===== config.mk =====
export PLATFORM = sky130hd
export DESIGN_NAME = fraction_reducer_flat
export DESIGN_NICKNAME = d
export VERILOG_FILES = /design/src/rtl/core/fr_pkg.sv /design/src/rtl/core/fr_if.sv /design/src/rtl/core/fr_engine.sv /design/src/rtl/core/fraction_reducer.sv /design/src/flat_wrapper.sv
export VERILOG_INCLUDE_DIRS = /design/src /design/src/rtl/core
export SDC_FILE = /design/constraint.sdc
export NUM_CORES = 1
export LEC_CHECK = 0
export ABC_AREA = 1
export BUFFER_PORTS_ARGS = -buffer_cell sky130_fd_sc_hd__buf_4
export CAP_MARGIN = 10
export CORE_MARGIN = 2
export CORE_UTILIZATION = 30
export CTS_BUF_LIST = sky130_fd_sc_hd__clkbuf_4 sky130_fd_sc_hd__clkbuf_8 sky130_fd_sc_hd__clkbuf_16
export DETAILED_ROUTE_END_ITERATION = 10
export GPL_ROUTABILITY_DRIVEN = 1
export SYNTH_ARGS = -nofsm -noshare
export SYNTH_HDL_FRONTEND = slang
export SYNTH_SLANG_ARGS = --single-unit
export TNS_END_PERCENT = 5

===== constraint.sdc =====
create_clock -name clk -period 15.97 [get_ports clk]
set_input_delay 1.597 -clock clk [delete_from_list [all_inputs] [get_ports clk]]
set_output_delay 1.597 -clock clk [all_outputs]
set_load 0.02 [all_outputs]

===== src/rtl/core/fraction_reducer_defines.svh =====
// ----------------------------------------------------------------------------
// fraction_reducer_defines.svh
// Assertion macros shared by the fraction reducer RTL.
// ----------------------------------------------------------------------------
`ifndef FRACTION_REDUCER_DEFINES_SVH
`define FRACTION_REDUCER_DEFINES_SVH

// same-cycle check, clocked on clk, off during reset
`define FR_ASSERT(label, prop, msg) \
	label: assert property (@(posedge clk) disable iff (!arst_n) (prop)) else $error(msg);

// next-cycle check: cause one cycle, effect the next
`define FR_ASSERT_NEXT(label, cause, effect, msg) \
	label: assert property (@(posedge clk) disable iff (!arst_n) \
		(cause) |=> (effect)) else $error(msg);

`endif


===== src/rtl/core/fr_pkg.sv =====
// ----------------------------------------------------------------------------
// fr_pkg
// Shared constants and control types of the fraction reducer.
// ----------------------------------------------------------------------------
`default_nettype none

package fr_pkg;

	localparam int DATA_WIDTH_DEF = 32;

	// top level to engine
	typedef struct packed {
		logic start;   // new request, engine idle
		logic bypass;  // a part is not positive: pass unchanged
		logic take;    // result moved to the output register
	} fr_req_t;

	// engine to top level
	typedef struct packed {
		logic busy;    // request held, from start until take
		logic done;    // result ready in the engine
	} fr_stat_t;

endpackage

`default_nettype wire


===== src/rtl/core/fr_if.sv =====
// ----------------------------------------------------------------------------
// fr_if
// Valid/ready channels for fraction requests and reduced results.
// ----------------------------------------------------------------------------
`default_nettype none

interface fr_in_if #(
	parameter int W = 32
);
	logic                valid;
	logic                ready;
	logic signed [W-1:0] numerator_in;
	logic signed [W-1:0] denominator_in;

	modport source (output valid, numerator_in, denominator_in, input ready);
	modport sink   (input valid, numerator_in, denominator_in, output ready);
endinterface

interface fr_out_if #(
	parameter int W = 32
);
	logic                valid;
	logic                ready;
	logic signed [W-1:0] numerator_out;
	logic signed [W-1:0] denominator_out;

	modport source (output valid, numerator_out, denominator_out, input ready);
	modport sink   (input valid, numerator_out, denominator_out, output ready);
endinterface

`default_nettype wire


===== src/rtl/core/fr_engine.sv =====
// ----------------------------------------------------------------------------
// fr_engine
// Binary GCD followed by two restoring divisions, all on one shared
// subtractor under a small sequencer.
// ----------------------------------------------------------------------------
`default_nettype none
`include "fraction_reducer_defines.svh"

module fr_engine
	import fr_pkg::*;
#(
	parameter int DATA_WIDTH = DATA_WIDTH_DEF
) (
	input  wire logic                  clk,
	input  wire logic                  arst_n,
	input  wire fr_req_t               req,
	input  wire logic [DATA_WIDTH-1:0] num,
	input  wire logic [DATA_WIDTH-1:0] den,
	output fr_stat_t                   stat,
	output logic      [DATA_WIDTH-1:0] num_red,
	output logic      [DATA_WIDTH-1:0] den_red
);

	localparam int W  = DATA_WIDTH;
	localparam int KW = $clog2(W);

	typedef enum logic [2:0] {
		S_IDLE,
		S_STRIP,
		S_REDUCE,
		S_DIV_N,
		S_DIV_D,
		S_DONE
	} state_t;

	state_t        state_q;
	logic [W-1:0]  a_q, b_q, g_q, num_q, den_q, quo_q, rem_q;
	logic [KW-1:0] k_q, cnt_q;

	logic [W:0]    rem_sh, sub_x, sub_y, diff;
	logic [W-1:0]  quo_nx, rem_nx;
	logic          last;

	// shared subtractor
	always_comb begin
		rem_sh = {rem_q, quo_q[W-1]};
		case (state_q)
			S_REDUCE: begin
				sub_x = {1'b0, b_q};
				sub_y = {1'b0, a_q};
			end
			default: begin
				sub_x = rem_sh;
				sub_y = {1'b0, g_q};
			end
		endcase
		diff   = sub_x - sub_y;
		quo_nx = {quo_q[W-2:0], ~diff[W]};
		rem_nx = diff[W] ? rem_sh[W-1:0] : diff[W-1:0];
		last   = (cnt_q == KW'(W - 1));
	end

	always_ff @(posedge clk or negedge arst_n) begin
		if (!arst_n) begin
			state_q <= S_IDLE;
		end else begin
			case (state_q)
				S_IDLE: begin
					if (req.start) begin
						num_q   <= num;
						den_q   <= den;
						a_q     <= num;
						b_q     <= den;
						k_q     <= '0;
						state_q <= req.bypass ? S_DONE : S_STRIP;
					end
				end
				S_STRIP: begin
					if (a_q[0] || b_q[0]) begin
						state_q <= S_REDUCE;
					end else begin
						a_q <= a_q >> 1;
						b_q <= b_q >> 1;
						k_q <= k_q + KW'(1);
					end
				end
				S_REDUCE: begin
					if (b_q == '0) begin
						g_q     <= a_q << k_q;
						quo_q   <= num_q;
						rem_q   <= '0;
						cnt_q   <= '0;
						state_q <= S_DIV_N;
					end else if (!a_q[0]) begin
						a_q <= a_q >> 1;
					end else if (!b_q[0]) begin
						b_q <= b_q >> 1;
					end else if (diff[W]) begin
						a_q <= b_q;
						b_q <= a_q;
					end else begin
						b_q <= diff[W-1:0];
					end
				end
				S_DIV_N: begin
					if (last) begin
						num_q   <= quo_nx;
						quo_q   <= den_q;
						rem_q   <= '0;
						cnt_q   <= '0;
						state_q <= S_DIV_D;
					end else begin
						quo_q <= quo_nx;
						rem_q <= rem_nx;
						cnt_q <= cnt_q + KW'(1);
					end
				end
				S_DIV_D: begin
					if (last) begin
						den_q   <= quo_nx;
						state_q <= S_DONE;
					end else begin
						quo_q <= quo_nx;
						rem_q <= rem_nx;
						cnt_q <= cnt_q + KW'(1);
					end
				end
				S_DONE: begin
					if (req.take) begin
						state_q <= S_IDLE;
					end
				end
				default: begin
					state_q <= S_IDLE;
				end
			endcase
		end
	end

	assign stat.busy = (state_q != S_IDLE);
	assign stat.done = (state_q == S_DONE);
	assign num_red   = num_q;
	assign den_red   = den_q;

	`FR_ASSERT(a_start_idle, req.start |-> !stat.busy, "start while engine busy")
	`FR_ASSERT(a_take_done, req.take |-> stat.done, "take without a result")
	`FR_ASSERT_NEXT(a_start_busy, req.start, stat.busy, "start not latched")
	`FR_ASSERT(a_div_nonzero, (state_q == S_DIV_N || state_q == S_DIV_D) |-> (g_q != '0),
		"division by zero gcd")

endmodule

`default_nettype wire


===== src/rtl/core/fraction_reducer.sv =====
// ----------------------------------------------------------------------------
// fraction_reducer
// Reduces a signed fraction to lowest terms by its greatest common divisor.
// ----------------------------------------------------------------------------
// Usage:
//   frac    : request channel, numerator_in / denominator_in, valid/ready.
//   reduced : result channel, numerator_out / denominator_out, valid/ready.
//   One result per request, in order. If either part is zero or negative
//   the pair comes back unchanged.
// Sequence: a request with a non-positive part goes straight to the done
//   state and on to the output register. Otherwise binary GCD (each
//   cycle one shift, swap or subtract), then two restoring divisions,
//   of the numerator and then of the denominator by the GCD.
//   All of it runs on one shared subtractor.
// Throughput: one request at a time; frac.ready is low from acceptance until
//   the result has moved into the output register.
// Stall: a held result sits in the output register; the next request is
//   accepted meanwhile, and its result waits in the engine until the output
//   register frees.
// Reset: arst_n clears all control state; no request or result is pending.
// ----------------------------------------------------------------------------
`default_nettype none

module fraction_reducer
	import fr_pkg::*;
#(
	parameter int DATA_WIDTH = DATA_WIDTH_DEF
) (
	input wire logic clk,
	input wire logic arst_n,
	fr_in_if.sink    frac,
	fr_out_if.source reduced
);

	fr_req_t                req;
	fr_stat_t               stat;
	logic [DATA_WIDTH-1:0]  num_red, den_red;
	logic [DATA_WIDTH-1:0]  num_out_q, den_out_q;
	logic                   valid_q;
	logic                   num_pos, den_pos;

	assign num_pos = (frac.numerator_in != '0) && !frac.numerator_in[DATA_WIDTH-1];
	assign den_pos = (frac.denominator_in != '0) && !frac.denominator_in[DATA_WIDTH-1];

	assign frac.ready = !stat.busy;
	assign req.start  = frac.valid && !stat.busy;
	assign req.bypass = !(num_pos && den_pos);
	assign req.take   = stat.done && (!valid_q || reduced.ready);

	fr_engine #(
		.DATA_WIDTH(DATA_WIDTH)
	) u_engine (
		.clk     (clk),
		.arst_n  (arst_n),
		.req     (req),
		.num     (frac.numerator_in),
		.den     (frac.denominator_in),
		.stat    (stat),
		.num_red (num_red),
		.den_red (den_red)
	);

	always_ff @(posedge clk or negedge arst_n) begin
		if (!arst_n) begin
			valid_q <= 1'b0;
		end else if (req.take) begin
			valid_q <= 1'b1;
		end else if (reduced.ready) begin
			valid_q <= 1'b0;
		end
	end

	always_ff @(posedge clk) begin
		if (req.take) begin
			num_out_q <= num_red;
			den_out_q <= den_red;
		end
	end

	assign reduced.valid           = valid_q;
	assign reduced.numerator_out   = num_out_q;
	assign reduced.denominator_out = den_out_q;

endmodule

`default_nettype wire


===== src/flat_wrapper.sv =====
// flat-port wrapper written by rule: the top's interface ports become plain ports
module fraction_reducer_flat import fr_pkg::*;
#(
	parameter int DATA_WIDTH = DATA_WIDTH_DEF
)
  (clk, arst_n, frac_valid, frac_numerator_in, frac_denominator_in, frac_ready, reduced_valid, reduced_numerator_out, reduced_denominator_out, reduced_ready);
  fr_in_if #(.W((DATA_WIDTH_DEF))) frac_i ();
  fr_out_if #(.W((DATA_WIDTH_DEF))) reduced_i ();
  input wire logic clk;
  input wire logic arst_n;
  input wire logic [$bits(frac_i.valid)-1:0] frac_valid;
  input wire logic [$bits(frac_i.numerator_in)-1:0] frac_numerator_in;
  input wire logic [$bits(frac_i.denominator_in)-1:0] frac_denominator_in;
  output wire logic [$bits(frac_i.ready)-1:0] frac_ready;
  output wire logic [$bits(reduced_i.valid)-1:0] reduced_valid;
  output wire logic [$bits(reduced_i.numerator_out)-1:0] reduced_numerator_out;
  output wire logic [$bits(reduced_i.denominator_out)-1:0] reduced_denominator_out;
  input wire logic [$bits(reduced_i.ready)-1:0] reduced_ready;
  assign frac_i.valid = frac_valid;
  assign frac_i.numerator_in = frac_numerator_in;
  assign frac_i.denominator_in = frac_denominator_in;
  assign frac_ready = frac_i.ready;
  assign reduced_valid = reduced_i.valid;
  assign reduced_numerator_out = reduced_i.numerator_out;
  assign reduced_denominator_out = reduced_i.denominator_out;
  assign reduced_i.ready = reduced_ready;
  fraction_reducer #(.DATA_WIDTH(DATA_WIDTH)) u_core (.clk(clk), .arst_n(arst_n), .frac(frac_i), .reduced(reduced_i));
endmodule

# [After elaboration in Yosys (flattened, before gate mapping)]
# Cells that the tools add are included.
# W data, S select, Z words.
[classes] add_sub_neg=3 n_eq_ne=18 shifts=1 mux=45 n_bitwise=1 n_reduce_logical=31
[op_table] operator="$mux W32" count=21
[op_table] operator="$pmux W32 S3" count=4
[op_table] operator="$pmux W32 S2" count=2
[op_table] operator="$reduce_bool A32 Y1" count=2
[op_table] operator="$mux W33" count=1
[op_table] operator="$sub A33 B32 Y33" count=1
[op_table] operator="$logic_not A32 Y1" count=1
[op_table] operator="$shl A32 B5 Y32" count=1
[op_table] operator="$mux W5" count=5
[op_table] operator="$mux W3" count=7
[op_table] operator="$pmux W3 S6" count=1
[op_table] operator="$ne A2 B2 Y1 const B" count=8
[op_table] operator="$reduce_and A4 Y1" count=4
[op_table] operator="$pmux W5 S3" count=1
[op_table] operator="$reduce_and A6 Y1" count=2
[op_table] operator="$add A5 B1 Y5 const B" count=2
[op_table] operator="$pmux W5 S2" count=1
[op_table] operator="$reduce_bool A3 Y1" count=3
[op_table] operator="$reduce_bool A2 Y1" count=4
[op_table] operator="$reduce_and A7 Y1" count=1
[op_table] operator="$eq A3 B2 Y1 const B" count=2
[op_table] operator="$eq A3 B3 Y1 const B" count=2
[op_table] operator="$ne A3 B3 Y1 const B" count=2
[op_table] operator="$eq A5 B5 Y1 const B" count=1
[op_table] operator="other kinds (10)" count=20
[totals] ff_bits=302 in_bits=68 word_cells=113

# [Logic depth before layout (Yosys ltp)]
[logic_depth] ltp_word=8 mapped_depth=28 mapped_depth_nobuf=24

# [Modules after synthesis]
# From an unflattened synthesis, not the netlist that was laid out.
[unflattened] cells_unflattened=2308 hier_area_um2=18530.3
[modules_own_cells] module="fr_engine" n_inst=1 cells_each=2163 area_each_um2=16253.1 seq_area_each_um2=7101.8
[modules_own_cells] module="fraction_reducer" n_inst=1 cells_each=145 area_each_um2=2277.2 seq_area_each_um2=1946.9

# [Worst setup path after synthesis]
# OpenSTA, ideal clock, no wires.
[synth_path] path_kind="input to register" from="input arst_n" to="register u_core.u_engine.cnt_q[0], enable pin" arrival_ps=6722 t_required_ps=15363 path_slack_ps=8641 stages=2 n_path_buf=0 cell_sequence="inv_1 a221oi_1"
[synth_via] elab_chain_cells=1
[synth_rtl] element="start: declaration" line="flat_wrapper.sv:10" text="input wire logic arst_n;"
[synth_rtl] element="$reduce_and A4 Y1 (no source line)"
[synth_rtl] element="end signal: assignment" line="fr_engine.sv:115" text="cnt_q <= cnt_q + KW'(1);"
[synth_rtl] element="end signal: assignment" line="fr_engine.sv:125" text="cnt_q <= cnt_q + KW'(1);"
[synth_rtl] element="end: declaration" line="fr_engine.sv:38" text="logic [KW-1:0] k_q, cnt_q;"
# No other way between the ends.
# A chain may end at the register's enable or synchronous reset.

# [Final worst setup path]
[layout_path] from="register u_core.u_engine.state_q[2]" to="register u_core.u_engine.b_q[3], data pin"
[layout_via] elab_chain_cells=8
[layout_rtl] element="start: declaration" line="fr_engine.sv:36" text="state_t state_q;"
[layout_rtl] element="start signal: assignment" line="fr_engine.sv:75" text="state_q <= req.bypass ? S_DONE : S_STRIP;"
[layout_rtl] element="$eq A3 B2 Y1" line="fr_engine.sv:47, fr_engine.sv:67"
[layout_rtl] element="$mux W33 or $mux W32 (tied branches)" line="fr_engine.sv:47" text="case (state_q)"
[layout_rtl] element="$sub A33 B32 Y33" line="fr_engine.sv:57" text="diff = sub_x - sub_y;"
[layout_rtl] element="$mux W32" line="fr_engine.sv:98" text="end else if (diff[W]) begin"
[layout_rtl] element="$mux W32" line="fr_engine.sv:96" text="end else if (!b_q[0]) begin"
[layout_rtl] element="$mux W32" line="fr_engine.sv:94" text="end else if (!a_q[0]) begin"
[layout_rtl] element="$mux W32" line="fr_engine.sv:88" text="if (b_q == '0) begin"
[layout_rtl] element="$pmux W32 S3 *" line="fr_engine.sv:67" text="case (state_q)"
[layout_rtl] element="end signal: assignment" line="fr_engine.sv:73" text="b_q <= den;"
[layout_rtl] element="end signal: assignment" line="fr_engine.sv:97" text="b_q <= b_q >> 1;"
[layout_rtl] element="end signal: assignment" line="fr_engine.sv:100" text="b_q <= a_q;"
[layout_rtl] element="end: declaration" line="fr_engine.sv:37" text="logic [W-1:0] a_q, b_q, g_q, num_q, den_q, quo_q, rem_q;"
# Mark *: on every way between the ends. The rest lies on a longest branch, timed or not. The select of a mux whose other input is x is not followed.

==> results.ini <==
[sta]
grt_setup_unrepaired=false
slew_headroom_pct=13.7
fmax_ghz=0.196
worst_pin_slew_ns=1.28
timing.final.crit_share_pct=31.9
setup_tns_ns=0
slew_violations=0
finClkSkew_ns=0.0185
report.final.hold_viol_count=0
period_needed_ns=5.10
setup_viol=0

[floorplan]
rows=89
die_h_um=248
die_w_um=248
placeableCoreArea_mm2=0.0589
dieArea_mm2=0.0615
start_util_pct=30.3
io_pins=134

[layout]
fillers=6076
multi_input_area_mm2=0.00749
seq_area_mm2=0.00905
drive_above_1_share_pct=11.2
final_util_pct=35.1
fin_nets=2386
syn2layout_area_growth_pct=15.8

[route]
final_antenna_net_count=0
dr.pass1.iters=6
routed_wl_mm=62.6
viasPerCell=5.23
drtIter0Drc=1657
vias=16100
post_drt_wl_per_cell_um=20.3
route.detailed.drc=0

[setup_path]
endpoint_kind=register
required_ns=16.25
crit_chain=nor3_4 > buf_4 > inv_2 > buf_4 > o21ai_0 > ha_1 > nand2_1 > nor2_1 > nand2_1 > inv_1 > a21oi_2 > nand3_1 > nand2_2 > buf_12 > nand2_1 > nand2_1 > nand2_1 > nand2_1 > nand2_1
arrival_ns=5.38
critPathMaxStageDelay_ns=0.72
start_kind=register
critPathBufInv=5
crit_cells=19
timing.rr.start=u_core.u_engine.state_q[2]$_DFFE_PN0P_
path_class=reg -> reg
cp_common_cell=nand2_1
cp_top_family=simple AND/OR/NAND/NOR gates
worstSetupStartpoint=u_core.u_engine.state_q[2]$_DFFE_PN0P_
slowest_stage=o21ai_0
rrSetupSlack_ns=10.87
critPathMaxFanout=99
ff2ff_path_depth=19

[clocking]
hold_buffers=0
cts_tree=done
cts_max_level=2
clkSinkCount=302
cts_buffer_depth=3
cts-resized-gates=0
cts-root-buf=clkbuf_16
worstSkewPairLatency_ns=0.54
post_cts_buffers=0
clk_pin_slew_ns=0.06
cts-buffers-inserted=34

[grt]
grt_pass1_wl_mm=93.8
grt_pass1_vias=14900
grt_start_max_net_pins=100
grtUsageTotal_pct=20.1
antenna_found_initial=1
gr-total-overflow=0

[power]
clkPwrFrac_pct=17.4
powerDensity_mw_per_mm2=211
p_sw_uw=2090
p_seq_share_pct=30.9
ir_drop_mv=0.106
internal_power_uw=2280
combinationalPowerShare_pct=51.7
leakagePower_uw=0.00873
swShare_pct=47.7

[synth]
synth_top_area_share_pct=50.1
ys_async_sr_fraction_pct=1.32
seq_area_frac_synth_pct=50.7
synth_common_cells=756 x nand2_1, 298 x edfxtp_1, 250 x o21ai_0
synth_area_mm2=0.0179
yosys_warnings=0
synth_flop_cell=edfxtp_1
avgSynthCellArea_um2=8.14
yosysUniqueCellTypes=50
yosysMostFrequentCell=nand2_1
netlist.top_cell.by_area=edfxtp_1
synth_edf_count=298
netlist_instances=2192
syn-num-nets=2296
ys_ff_latch=302
ys_top_cells_by_area=edfxtp_1 50%, nand2_1 16%, o21ai_0 7.0%

[placement]
io_buffers=133
gp_congestion=0.981
dpl.hpwl_mm=46.6

[worst_hold_path]
hp-start=u_core.u_engine.den_red[21]$_DFFE_PP_
hold_path.class=reg -> reg
hold_depth=0

[run]
maxCapViolations=0

[status]
status=complete, no violations

registers in the layout (all words and copies together) (netlist names), 32 cells and up:
name                            cells
u_core.u_engine.a_q                32
u_core.u_engine.num_red            32
u_core.u_engine.quo_q              32
u_core.u_engine.den_red            32
u_core.u_engine.g_q                32
u_core.reduced.denominator_out     32
u_core.u_engine.rem_q              32
u_core.reduced.numerator_out       32
u_core.u_engine.b_q                32
stage by stage:
step	cell area, um^2	setup slack, ns	hold slack [ns]	total power, uW	cells
6_report	20700	10.87	0.450	4370	3080
5_1_grt	20700	10.52	0.462	4670	3080
3_5_place_dp	19600	10.71	0.434	3560	3018
4_1_cts	20700	10.69	0.449	4330	3078
3_3_place_gp	19600	10.86	0.433	3540	3018
2_1_floorplan	17900	8.64	0.427	2840	2192
placed cells by master (no fill, tap or decap), types with 4 or more instances in the layout:
| master | instances |
|---|---|
| o21ai_0 | 250 |
| a21oi_1 | 65 |
| inv_2 | 10 |
| nand2_1 | 756 |
| buf_4 | 153 |
| clkinv_1 | 11 |
| or2_2 | 5 |
| clkinv_2 | 7 |
| nand4_1 | 16 |
| edfxtp_1 | 298 |
| xnor2_1 | 15 |
| nand3_1 | 47 |
| ha_1 | 35 |
| nand2_2 | 14 |
| o221ai_1 | 25 |
| clkbuf_16 | 34 |
| and2_1 | 6 |
| nor4_1 | 17 |
| o211ai_1 | 39 |
| dfrtp_1 | 4 |
| nand3b_1 | 4 |
| inv_1 | 242 |
| nor2_1 | 130 |
| mux2i_1 | 11 |
| o21bai_1 | 4 |
| clkbuf_4 | 5 |
| nor3_1 | 13 |
| a221oi_1 | 5 |
| nor2_2 | 9 |
| a22oi_1 | 30 |
| o21ai_1 | 10 |
routing by layer:
layer  vias to the layer above  global-route usage (%)  wire length [um]
li1                       7530                       -                 -
met1                      7693                    28.9             27400
met2                       776                    30.3             27000
met3                       101                    4.31              6370
met4                         0                    6.13              1830
met5                         -                       0                 0
cell type report:
type,count,area share (%)
well taps,773,4.68
diodes,1,0.0121
clock buffers,40,4.36
multi-input cells,1534,36.2
inverters,256,4.65
clock inverters,20,0.684
flip-flops and latches,302,43.8
repair buffers,154,5.65
power by group through the flow:
stage	logic [uW]	registers, uW	clock network (uW)
after floorplan	1480	1360	0
after global placement	2190	1350	0
after detailed placement	2200	1360	0
after CTS	2210	1350	770
after global routing	2500	1370	797
final	2260	1350	761
worst paths after layout:
path                                                                      to
worst max-delay path                        u_core.u_engine.b_q[3]$_DFFE_PP_
worst min-delay path            u_core.reduced.denominator_out[21]$_DFFE_PP_
worst max register to register              u_core.u_engine.b_q[3]$_DFFE_PP_
worst min register to register  u_core.reduced.denominator_out[21]$_DFFE_PP_
max in group asynchronous             u_core.u_engine.state_q[1]$_DFFE_PN0P_
min in group asynchronous                   u_core.reduced.valid$_DFFE_PN0P_
cells by family (layout without fill, tap and decap cells):
logic type               count (synthesis)  after routing  synth area share, %
AND/OR/NAND/NOR                       1025           1025                 23.2
AO/OA/AOI/OAI                          446            446                 14.4
buffers and inverters                  356            470                 7.76
flip-flops                             302            302                 50.7
adder cells (fa/ha/maj)                 36             36                 2.57
XOR/XNOR                                16             16                0.785
multiplexers                            11             11                0.617
other                                    0              1                    0
Note: power is estimated with default switching activity, not from simulation.
